$ cat src/sv/lzrd_pkg.sv
package lzrd_pkg;

   // Ring geometry and stream format
   localparam int RING_DEPTH = 4096;
   localparam int RING_AW    = $clog2(RING_DEPTH);
   localparam int MAX_RUN    = 18;
   localparam int MIN_RUN    = 3;
   localparam int TOKENS_PER_FLAG = 8;
   localparam logic [RING_AW-1:0] RING_START = RING_AW'(RING_DEPTH - MAX_RUN);
   localparam logic [7:0] FILL_BYTE = 8'h20;

   // Copy length counter holds up to MAX_RUN
   localparam int RUN_W = $clog2(MAX_RUN + 1);

   typedef struct packed {
      logic [7:0] in_byte;
      logic       end_of_stream;
   } req_type;

   typedef struct packed {
      logic [7:0] out_byte;
      logic       run_last;
   } rsp_type;

   // Controller to datapath
   typedef struct packed {
      logic soft_reset;
      logic load_low;
      logic load_ref;
      logic load_lit;
      logic rd;
      logic rd_last;
   } cmd_type;

   // Datapath to controller
   typedef struct packed {
      logic p1_valid;
      logic stage_free;
   } stat_type;

endpackage

$ cat src/sv/lzrd_ctrl.sv
module lzrd_ctrl (
   input  logic              clock,
   input  logic              reset,
   input  logic              req_valid,
   output logic              req_ready,
   input  lzrd_pkg::req_type req_data,
   input  lzrd_pkg::stat_type stat,
   output lzrd_pkg::cmd_type cmd
);
   import lzrd_pkg::*;

   typedef enum logic [1:0] {
      IDLE,
      COPY,
      DRAIN
   } state_type;

   localparam logic [1:0] PHASE_START = 2'd0;
   localparam logic [1:0] PHASE_REF   = 2'd1;

   state_type        state_ff, state_in;
   logic [7:0]       flags_ff, flags_in;
   logic [3:0]       tokens_ff, tokens_in;
   logic [1:0]       phase_ff, phase_in;
   logic [RUN_W-1:0] cnt_ff, cnt_in;
   logic             eos_ff, eos_in;
   logic             accept;

   assign req_ready = (state_ff == IDLE);
   assign accept    = req_valid && req_ready;

   // Decode tokens and sequence copies
   always_comb begin
      state_in  = state_ff;
      flags_in  = flags_ff;
      tokens_in = tokens_ff;
      phase_in  = phase_ff;
      cnt_in    = cnt_ff;
      eos_in    = eos_ff;
      cmd       = '0;
      unique case (state_ff)
         IDLE: begin
            if (accept) begin
               priority if (tokens_ff == 4'd0) begin
                  flags_in  = req_data.in_byte;
                  tokens_in = 4'(TOKENS_PER_FLAG);
                  phase_in  = PHASE_START;
               end else if (phase_ff == PHASE_START && flags_ff[0]) begin
                  cmd.load_lit = 1'b1;
                  flags_in     = {1'b0, flags_ff[7:1]};
                  tokens_in    = tokens_ff - 4'd1;
                  phase_in     = PHASE_START;
                  state_in     = DRAIN;
               end else if (phase_ff == PHASE_START) begin
                  cmd.load_low = 1'b1;
                  phase_in     = PHASE_REF;
               end else begin
                  cmd.load_ref = 1'b1;
                  cnt_in       = RUN_W'(req_data.in_byte[3:0]) + RUN_W'(MIN_RUN);
                  flags_in     = {1'b0, flags_ff[7:1]};
                  tokens_in    = tokens_ff - 4'd1;
                  phase_in     = PHASE_START;
                  state_in     = COPY;
               end
               // Close the stream now if nothing is left to write, else after drain
               if (req_data.end_of_stream) begin
                  if (state_in == IDLE) begin
                     cmd.soft_reset = 1'b1;
                     flags_in       = '0;
                     tokens_in      = '0;
                     phase_in       = PHASE_START;
                  end else begin
                     eos_in = 1'b1;
                  end
               end
            end
         end
         COPY: begin
            if (stat.stage_free) begin
               cmd.rd      = 1'b1;
               cmd.rd_last = (cnt_ff == RUN_W'(1));
               cnt_in      = cnt_ff - RUN_W'(1);
               if (cnt_ff == RUN_W'(1)) begin
                  state_in = DRAIN;
               end
            end
         end
         DRAIN: begin
            if (!stat.p1_valid) begin
               state_in = IDLE;
               if (eos_ff) begin
                  cmd.soft_reset = 1'b1;
                  eos_in         = 1'b0;
                  flags_in       = '0;
                  tokens_in      = '0;
                  phase_in       = PHASE_START;
               end
            end
         end
         default: state_in = IDLE;
      endcase
   end

   // Hold state and token bookkeeping
   always_ff @(posedge clock) begin
      if (reset) begin
         state_ff  <= IDLE;
         flags_ff  <= '0;
         tokens_ff <= '0;
         phase_ff  <= PHASE_START;
         cnt_ff    <= '0;
         eos_ff    <= 1'b0;
      end else begin
         state_ff  <= state_in;
         flags_ff  <= flags_in;
         tokens_ff <= tokens_in;
         phase_ff  <= phase_in;
         cnt_ff    <= cnt_in;
         eos_ff    <= eos_in;
      end
   end

endmodule

$ cat config.mk
export PLATFORM = sky130hd
export DESIGN_NAME = lzrd_ctrl
export DESIGN_NICKNAME = d
export VERILOG_FILES = /design/src/sv/lzrd_pkg.sv /design/src/sv/lzrd_ctrl.sv
export SDC_FILE = /design/constraint.sdc
export NUM_CORES = 1
export LEC_CHECK = 0
export BUFFER_PORTS_ARGS = -buffer_cell sky130_fd_sc_hd__buf_2
export CAP_MARGIN = 25
export CORE_MARGIN = 2
export CORE_UTILIZATION = 45
export DETAILED_ROUTE_END_ITERATION = 7
export PLACE_DENSITY_LB_ADDON = 0.25
export SYNTH_ARGS = -nofsm -noshare
export SYNTH_HDL_FRONTEND = slang
export SYNTH_SLANG_ARGS = --single-unit
export TNS_END_PERCENT = 100
$ cat constraint.sdc
create_clock -name clock -period 2.21 [get_ports clock]
set_clock_uncertainty 0.05 [all_clocks]
set_input_delay 0.3315 -clock clock [delete_from_list [all_inputs] [get_ports clock]]
set_output_delay 0.3315 -clock clock [all_outputs]
set_load 0.01 [all_outputs]
==> results of run 1 <==
per-layer routing:
layer / vias up / GRT usage / share of wire
met2: 46 / 0.294 / 0.47
met4: 0 / 0.0598 / 0.0073
met1: 580 / 0.275 / 0.47
li1: 621 / - / -
met3: 4 / 0.0374 / 0.053
met5: - / 0 / 0
synthesized netlist by cell type (3+ instances only):
cell type,number,area [µm²]
and3_1,3,18.8
inv_1,8,30.0
o21ai_0,14,70.1
nor3_1,8,40.0
buf_6,3,33.8
a21oi_1,16,80.1
nor3b_1,4,30.0
nor2_1,14,52.6
dfxtp_1,21,420
a22o_1,5,43.8
nand2_1,9,33.8
ha_1,4,50.1
mux2i_1,7,70.1
nand3_1,4,20.0
clkbuf_1,3,11.3
worst max-delay path, stage by stage (launching register included):
cell and delay [ns]:
dfxtp_1 0.35, inv_1 0.11, ha_4 0.18, or3b_4 0.44, and3_1 0.22, buf_2 0.15
final cells by class:
| cell class | instances | area share |
|---|---|---|
| clock inverters | 1 | 0.00333 |
| clock buffers | 3 | 0.0150 |
| well taps | 31 | 0.0258 |
| multi-input cells | 122 | 0.573 |
| repair buffers | 23 | 0.0817 |
| inverters | 8 | 0.0200 |
| flip-flops and latches | 21 | 0.281 |
stage by stage:
step	setup WS [ns]	cell area (µm²)
6_report	0.0834	1500
4_1_cts	-0.108	1470
3_3_place_gp	0.285	1440
3_5_place_dp	0.232	1440
2_1_floorplan	0.219	1330
5_1_grt	-0.000634	1500
what timing repair did:
action / CTS / global route
pin swaps: 0 / 1
resized for setup: 0 / 7
setup endpoints to repair: 3 / 4
cloned: 0 / 0
buffers inserted: 0 / 0
power groups by stage:
stage | clock [mW] | sequential [mW] | combinational, mW
2_1_floorplan | 0 | 0.397 | 0.0597
3_3_place_gp | 0 | 0.398 | 0.0916
3_5_place_dp | 0 | 0.399 | 0.0928
4_1_cts | 0.200 | 0.390 | 0.0934
5_1_grt | 0.218 | 0.391 | 0.106
6_report | 0.190 | 0.391 | 0.0955
cells by family (layout without fill, tap and decap cells):
| kind of cell | after synthesis | in the layout | share of synthesized area |
|---|---|---|---|
| buf+inv | 15 | 35 | 0.0620 |
| xor+xnor | 2 | 2 | 0.0131 |
| mux | 7 | 7 | 0.0526 |
| flops | 21 | 21 | 0.315 |
| fa+ha+maj | 4 | 4 | 0.0376 |
| simple gates | 59 | 59 | 0.252 |
| compound gates | 50 | 50 | 0.268 |
path summary, 6_finish.rpt:
path	startpoint	to	slack, ns	cells after the start
max	tokens_ff[0]	cmd[3]	0.08	5
max reg2reg	tokens_ff[0]	cnt_ff[0]	0.31	6
min reg2reg	flags_ff[7]	flags_ff[7]	0.44	2
min	req_data[8]	flags_ff[7]	0.23	3
sequential cells by signal (all words and copies together) (netlist names):
name	count
cnt_ff	5
eos_ff	1
flags_ff	8
phase_ff	1
state_ff	2
tokens_ff	4
==> results_dict.tcl, run 1 <==
set metrics [dict create \
    postSynthCellCount 158 \
    period_share 0.962 \
    p_clk_frac 0.281 \
    swShare 0.269 \
    multi_input_area_um2 861 \
    p_int_uw 494 \
    max_slew_margin 0.664 \
    grt_use_total 0.193 \
    async_reset_ff_frac 0 \
    final_cell_mix "20 x dfxtp_1, 20 x buf_2, 16 x a21oi_1" \
    clk_latency_ns 0.30 \
    p_per_area_mw_per_mm2 450 \
    firstDrtPassIters 6 \
    setup_violations 0 \
    synth_edf_count 0 \
    cts_buffers 3 \
    combPwrFrac 0.141 \
    grt_antenna_before_repair 0 \
    slew_violations 0 \
    place_congestion 0.934 \
    dpl.cell_count 205 \
    ys_types 45 \
    die_area_mm2 0.00341 \
    core-area_mm2 0.00278 \
    drtIter0Drc 62 \
    final_nets 197 \
    io_buffers 20 \
    remaining_drc_errors 0 \
    overflow 0 \
    ir_drop_uv 365 \
    tightest_slew_ns 0.503 \
    num_rows 19 \
    grt_max_degree 16 \
    area_delta_synth_final_pct 12.7 \
    arrival_ns 1.75 \
    critPathMaxFanout 8 \
    wire_per_inst_um 15.1 \
    syn_area_mm2 0.00133 \
    finalNonFillerCells 209 \
    wirelength_um 3150 \
    netSwitchingPower_uw 182 \
    fp.dieW_um 58.4 \
    hpwlAfterDp_um 2320 \
    clock_sinks 21 \
    chipHeight_um 58.4 \
    avgSynthCellArea_um2 8.43 \
    yosysSeqAreaShare 0.315 \
    ios 21 \
    fmaxAchievable_mhz 470 \
    ys_ff_latch 21 \
    p_leak_nw 0.576 \
    initial_core_util 0.479 \
    fillerInstances 274 \
    seqPwrFrac 0.578 \
    cts_tree "done" \
    ant_nets 0 \
    synth-main-ff-cell "dfxtp_1" \
    synth_nets 176 \
    start_kind "flip-flop" \
    critPathRequiredTime_ns 1.83 \
    status "finished, final reports clean" \
    num_vias 1251 \
    root_buffer "clkbuf_4" \
    htree_levels 1 \
    finalSetupTns_ns 0 \
    p_total_uw 676 \
    min-delay-path-class "input port to flip-flop" \
    end_kind "output pin" \
    final_layout_size_suffix_gt1_frac 0.236 \
    viasPerCell 5.99 \
    grt_pass1_vias 1091 \
    seqCellArea_um2 422 \
    criticalPathCategory "flip-flop to output pin" \
    clk_pin_slew_ns 0.12 \
    whs_ns 0.232 \
    maxCapViolCount 0 \
    yosys_warnings 0 \
    antenna_cells 0 \
    finish.utilization 0.540 \
    grt_pass1_wl_um 5060 \
    clock_path_buffers 2 \
    min_period_ns 2.13 \
    ctsHoldBuffers 0 \
    hold_viol_final 0 \
]
(Power assumes the default switching activity.)
==> run 2: changes to the inputs <==
- clock period: 2.21 -> 2.45 ns (I/O delays scaled with it)
==> run 2 against run 1 <==
  * Cell count decreased by 0.96%
  * Flip-flop and latch count unchanged
  * Global-route usage grew 0.60 points
  * Power down 8.8%
  * Critical endpoint is now cmd[2]
==> results_dict.tcl, run 2 (synthesis results as in run 1) <==
set metrics [dict create \
    remaining_drc_errors 0 \
    min_period_ns 2.29 \
    num_rows 19 \
    final_common_cell "dfxtp_1" \
    fmaxAchievable_mhz 436 \
    fp.dieW_um 58.4 \
    viasPerCell 6.00 \
    grt_pass1_vias 1107 \
    finalSetupTns_ns 0 \
    clock_sinks 21 \
    antenna_cells 0 \
    ant_nets 0 \
    chipHeight_um 58.4 \
    p_int_uw 444 \
    place_ws_ns 0.415 \
    grt_pass1_wl_um 5260 \
    wirelength_um 3180 \
    rrSetupSlack_ns 0.47 \
    cts.repair.resized 1 \
    fin_ws_ns 0.155 \
    overflow 0 \
    timing.rr.start "tokens_ff[0]" \
    final_layout_size_suffix_gt1_frac 0.210 \
    swShare 0.279 \
    rsz0062_at_grt "no" \
    place_congestion 0.914 \
    reg2reg_depth 6 \
    critPathRequiredTime_ns 2.03 \
    postLayoutCellArea_mm2 0.00146 \
    cts_buffers 3 \
    core-area_mm2 0.00278 \
    slew_violations 0 \
    p_leak_nw 0.560 \
    firstDrtPassIters 4 \
    hold_path.startpoint "req_data[8]" \
    critPathMaxFanout 11 \
    cts_tree "done" \
    grt_use_total 0.199 \
    period_share 0.937 \
    num_vias 1241 \
    maxCapViolCount 0 \
    placed_area_mm2 0.00143 \
    min_to "flags_ff[7]" \
    io_buffers 20 \
    post-cts-setup-buffer-count 0 \
    top_register "flags_ff" \
    drtIter0Drc 62 \
    clk_latency_ns 0.32 \
    clk_pin_slew_ns 0.13 \
    min-delay-path-class "input port to flip-flop" \
    seqPwrFrac 0.572 \
    area_delta_synth_final_pct 9.67 \
    reg.largest.list "flags_ff (8), cnt_ff (5), tokens_ff (4)" \
    arrival_ns 1.88 \
    clock_path_buffers 2 \
    reg2reg_to "tokens_ff[3]" \
    ir_drop_uv 330 \
    setup_violations 0 \
    largest_register_ffs 8 \
    hpwlAfterDp_um 2260 \
    end_kind "output pin" \
    p_clk_frac 0.293 \
    whs_ns 0.263 \
    start_kind "flip-flop" \
    max_slew_margin 0.626 \
    worstHoldPathCells 3 \
    htree_levels 1 \
    finish.utilization 0.525 \
    root_buffer "clkbuf_4" \
    wire_per_inst_um 15.4 \
    status "finished, final reports clean" \
    netSwitchingPower_uw 172 \
    grt_antenna_before_repair 0 \
    ios 21 \
    grt_max_degree 16 \
    combPwrFrac 0.135 \
    tightest_slew_ns 0.559 \
    criticalPathCategory "flip-flop to output pin" \
    die_area_mm2 0.00341 \
    final_nets 195 \
    ctsHoldBuffers 0 \
    p_per_area_mw_per_mm2 422 \
    finalNonFillerCells 207 \
    initial_core_util 0.479 \
    p_total_uw 616 \
    hold_viol_final 0 \
    dpl.cell_count 203 \
    final_cell_mix "21 x dfxtp_1, 20 x buf_2, 16 x a21oi_1" \
]
[run 2: cell count changes in the layout (fill, tap and decap cells not counted)]
| cell | change |
|---|---|
| buf_4 | -2 |
| dfxtp_1 | +1 |
| dfxtp_2 | -1 |
| ha_1 | +1 |
| ha_4 | -1 |
| nor3b_1 | +1 |
| nor3b_4 | -1 |
[run 2: cell type report]
| cell class | count | area (µm²) |
|---|---|---|
| clock buffer | 3 | 22.5 |
| clock inverter | 1 | 5.00 |
| fill | 261 | 1320 |
| inverter | 8 | 30.0 |
| multi-input combinational | 122 | 837 |
| sequential | 21 | 420 |
| tap | 31 | 38.8 |
| timing repair buffer | 21 | 108 |
[run 2: how the worst max path moves through the flow]
stage / startpoint / end / slack [ns] / cells after the start
2_1_floorplan: tokens_ff[0] / cmd[5] / 0.42 / 6
3_3_place_gp: tokens_ff[0] / cnt_ff[0] / 0.52 / 6
3_5_place_dp: tokens_ff[0] / cmd[5] / 0.42 / 6
4_1_cts: tokens_ff[0] / cmd[2] / 0.10 / 6
5_1_grt: state_ff[1] / cmd[2] / 0.02 / 4
6_report: state_ff[1] / cmd[2] / 0.16 / 4
[run 2: critical path, stage by stage, from the launching register on]
cell	delay [ns]
dfxtp_1	0.43
nor3b_2	0.54
nand2_1	0.14
nor3b_1	0.26
buf_2	0.18
[run 2: metal layers]
layer,up-vias,GRT usage,part of all wire
met5,-,0,0
met4,0,0.0897,0.018
met3,5,0.0198,0.043
met2,34,0.292,0.44
met1,582,0.293,0.50
li1,620,-,-
[run 2: power groups by stage]
stage | logic (mW) | clock network [mW] | registers (mW)
6_report | 0.0832 | 0.181 | 0.352
4_1_cts | 0.0824 | 0.182 | 0.352
3_3_place_gp | 0.0804 | 0 | 0.359
3_5_place_dp | 0.0818 | 0 | 0.360
5_1_grt | 0.0929 | 0.190 | 0.353
2_1_floorplan | 0.0538 | 0 | 0.358
==> run 3: changes to the inputs <==
- CORE_UTILIZATION: 45 -> 55
- clock period: 2.45 -> 2.5 ns (I/O delays scaled with it)
==> run 3 against run 2 <==
  * Core utilization up 12 points
  * Power is 3.2% lower
  * Via count rose by 2.3%
  * Worst hold slack worse by 0.0045 ns
  * Cell count fell by 0.97%
  * Highest routed layer unchanged
  * Register-to-register slack about the same
==> results_dict.tcl, run 3 (synthesis results as in run 1) <==
set metrics [dict create \
    status "finished, final reports clean" \
    hold_viol_final 0 \
    final_cell_mix "21 x dfxtp_1, 20 x buf_2, 16 x a21oi_1" \
    final_nets 196 \
    chipHeight_um 53.2 \
    clk_latency_ns 0.31 \
    min-delay-path-class "input port to flip-flop" \
    root_buffer "clkbuf_4" \
    period_share 0.905 \
    start_kind "flip-flop" \
    final_layout_size_suffix_gt1_frac 0.209 \
    critical-path-top-delay-family "simple AND/OR/NAND/NOR gates" \
    finalSetupTns_ns 0 \
    num_rows 17 \
    crit_slowest_cell "dfxtp_1" \
    fin_ws_ns 0.236 \
    place_congestion 0.794 \
    critPathMaxFanout 8 \
    core-area_mm2 0.00225 \
    antenna_cells 0 \
    arrival_ns 1.84 \
    fp.dieW_um 53.2 \
    placed_area_mm2 0.00143 \
    max_slew_margin 0.642 \
    ctsHoldBuffers 0 \
    p_leak_nw 0.562 \
    cts.repair.resized 0 \
    min_period_ns 2.26 \
    p_total_uw 596 \
    ir_drop_uv 485 \
    ios 21 \
    worstPathCellList "inv_1, ha_1, or3b_4, nand2_1, nor3b_1, buf_2" \
    clock_path_buffers 2 \
    postLayoutCellArea_mm2 0.00146 \
    p_per_area_mw_per_mm2 408 \
    final_common_cell "dfxtp_1" \
    die_area_mm2 0.00283 \
    cts_buffers 3 \
    firstDrtPassIters 4 \
    place_ws_ns 0.494 \
    grt_pass1_vias 1185 \
    hpwlAfterDp_um 2210 \
    end_kind "output pin" \
    post-cts-setup-buffer-count 0 \
    max_stage_delay_ns 0.38 \
    clk_pin_slew_ns 0.12 \
    viasPerCell 6.20 \
    initial_core_util 0.591 \
    overflow 0 \
    remaining_drc_errors 0 \
    grt_max_degree 16 \
    cts_tree "done" \
    tightest_slew_ns 0.538 \
    wirelength_um 3010 \
    rsz0062_at_grt "no" \
    num_vias 1270 \
    grt_antenna_before_repair 0 \
    whs_ns 0.259 \
    grt_use_total 0.241 \
    clock_sinks 21 \
    reg.largest.list "flags_ff (8), cnt_ff (5), tokens_ff (4)" \
    critical_path_buf_inv_count 2 \
    slew_violations 0 \
    top_register "flags_ff" \
    criticalPathCategory "flip-flop to output pin" \
    critPathRequiredTime_ns 2.08 \
    fillerInstances 205 \
    grt_pass1_wl_um 5000 \
    wire_per_inst_um 14.7 \
    io_buffers 20 \
    maxCapViolCount 0 \
    htree_levels 1 \
    drtIter0Drc 30 \
    area_delta_synth_final_pct 9.58 \
    fmaxAchievable_mhz 442 \
    ant_nets 0 \
    largest_register_ffs 8 \
    setup_violations 0 \
]
-- run 3: cell count changes in the layout (fill, tap and decap cells not counted) --
cell,previous run,this run
nor3b_2,2,1
nor3b_1,3,4
buf_4,1,2
-- run 3: final cells by class --
cell class                      count  area [µm²]  share of cell area
Tap cell                           28        35.0              0.0240
Clock inverter                      1        5.00             0.00343
Inverter                            8        30.0              0.0206
Clock buffer                        3        22.5              0.0154
Multi-Input combinational cell    122         832               0.570
Timing Repair Buffer               22         115              0.0788
Sequential cell                    21         420               0.288
-- run 3: stage by stage --
step | cells | util
after floorplan | 158 | -
after global placement | 201 | 0.634
after detailed placement | 201 | 0.634
after CTS | 205 | 0.647
after global routing | 205 | 0.648
final | 205 | 0.648
-- run 3: routing by layer --
metal / GRT usage / routed length, µm / share of wire / vias to the layer above
met5: 0 / 0 / 0 / -
met2: 0.393 / 1470 / 0.49 / 42
met1: 0.287 / 1320 / 0.44 / 600
met3: 0.0621 / 157 / 0.052 / 6
met4: 0.128 / 59 / 0.020 / 0
li1: - / - / - / 622
-- run 3: path summary, 6_finish.rpt --
check,endpoint,from,cells after the start,slack [ns]
worst max-delay path,cmd[2],tokens_ff[0],6,0.24
worst min-delay path,flags_ff[7],req_data[8],3,0.26
worst max register to register,tokens_ff[3],tokens_ff[0],6,0.47
worst min register to register,flags_ff[7],flags_ff[7],2,0.44
-- run 3: report_power, final --
part / internal (mW) / switching, mW
clock: 0.0598 / 0.109
combinational: 0.0355 / 0.0474
sequential: 0.340 / 0.00432
-- run 3: worst register-to-register path, cell delays in order, from the launching register on --
cell       delay (ns)
dfxtp_1          0.38
inv_1            0.07
ha_1             0.25
and4bb_2         0.27
a2111oi_4        0.55
nor3b_1          0.26
o22a_2           0.16
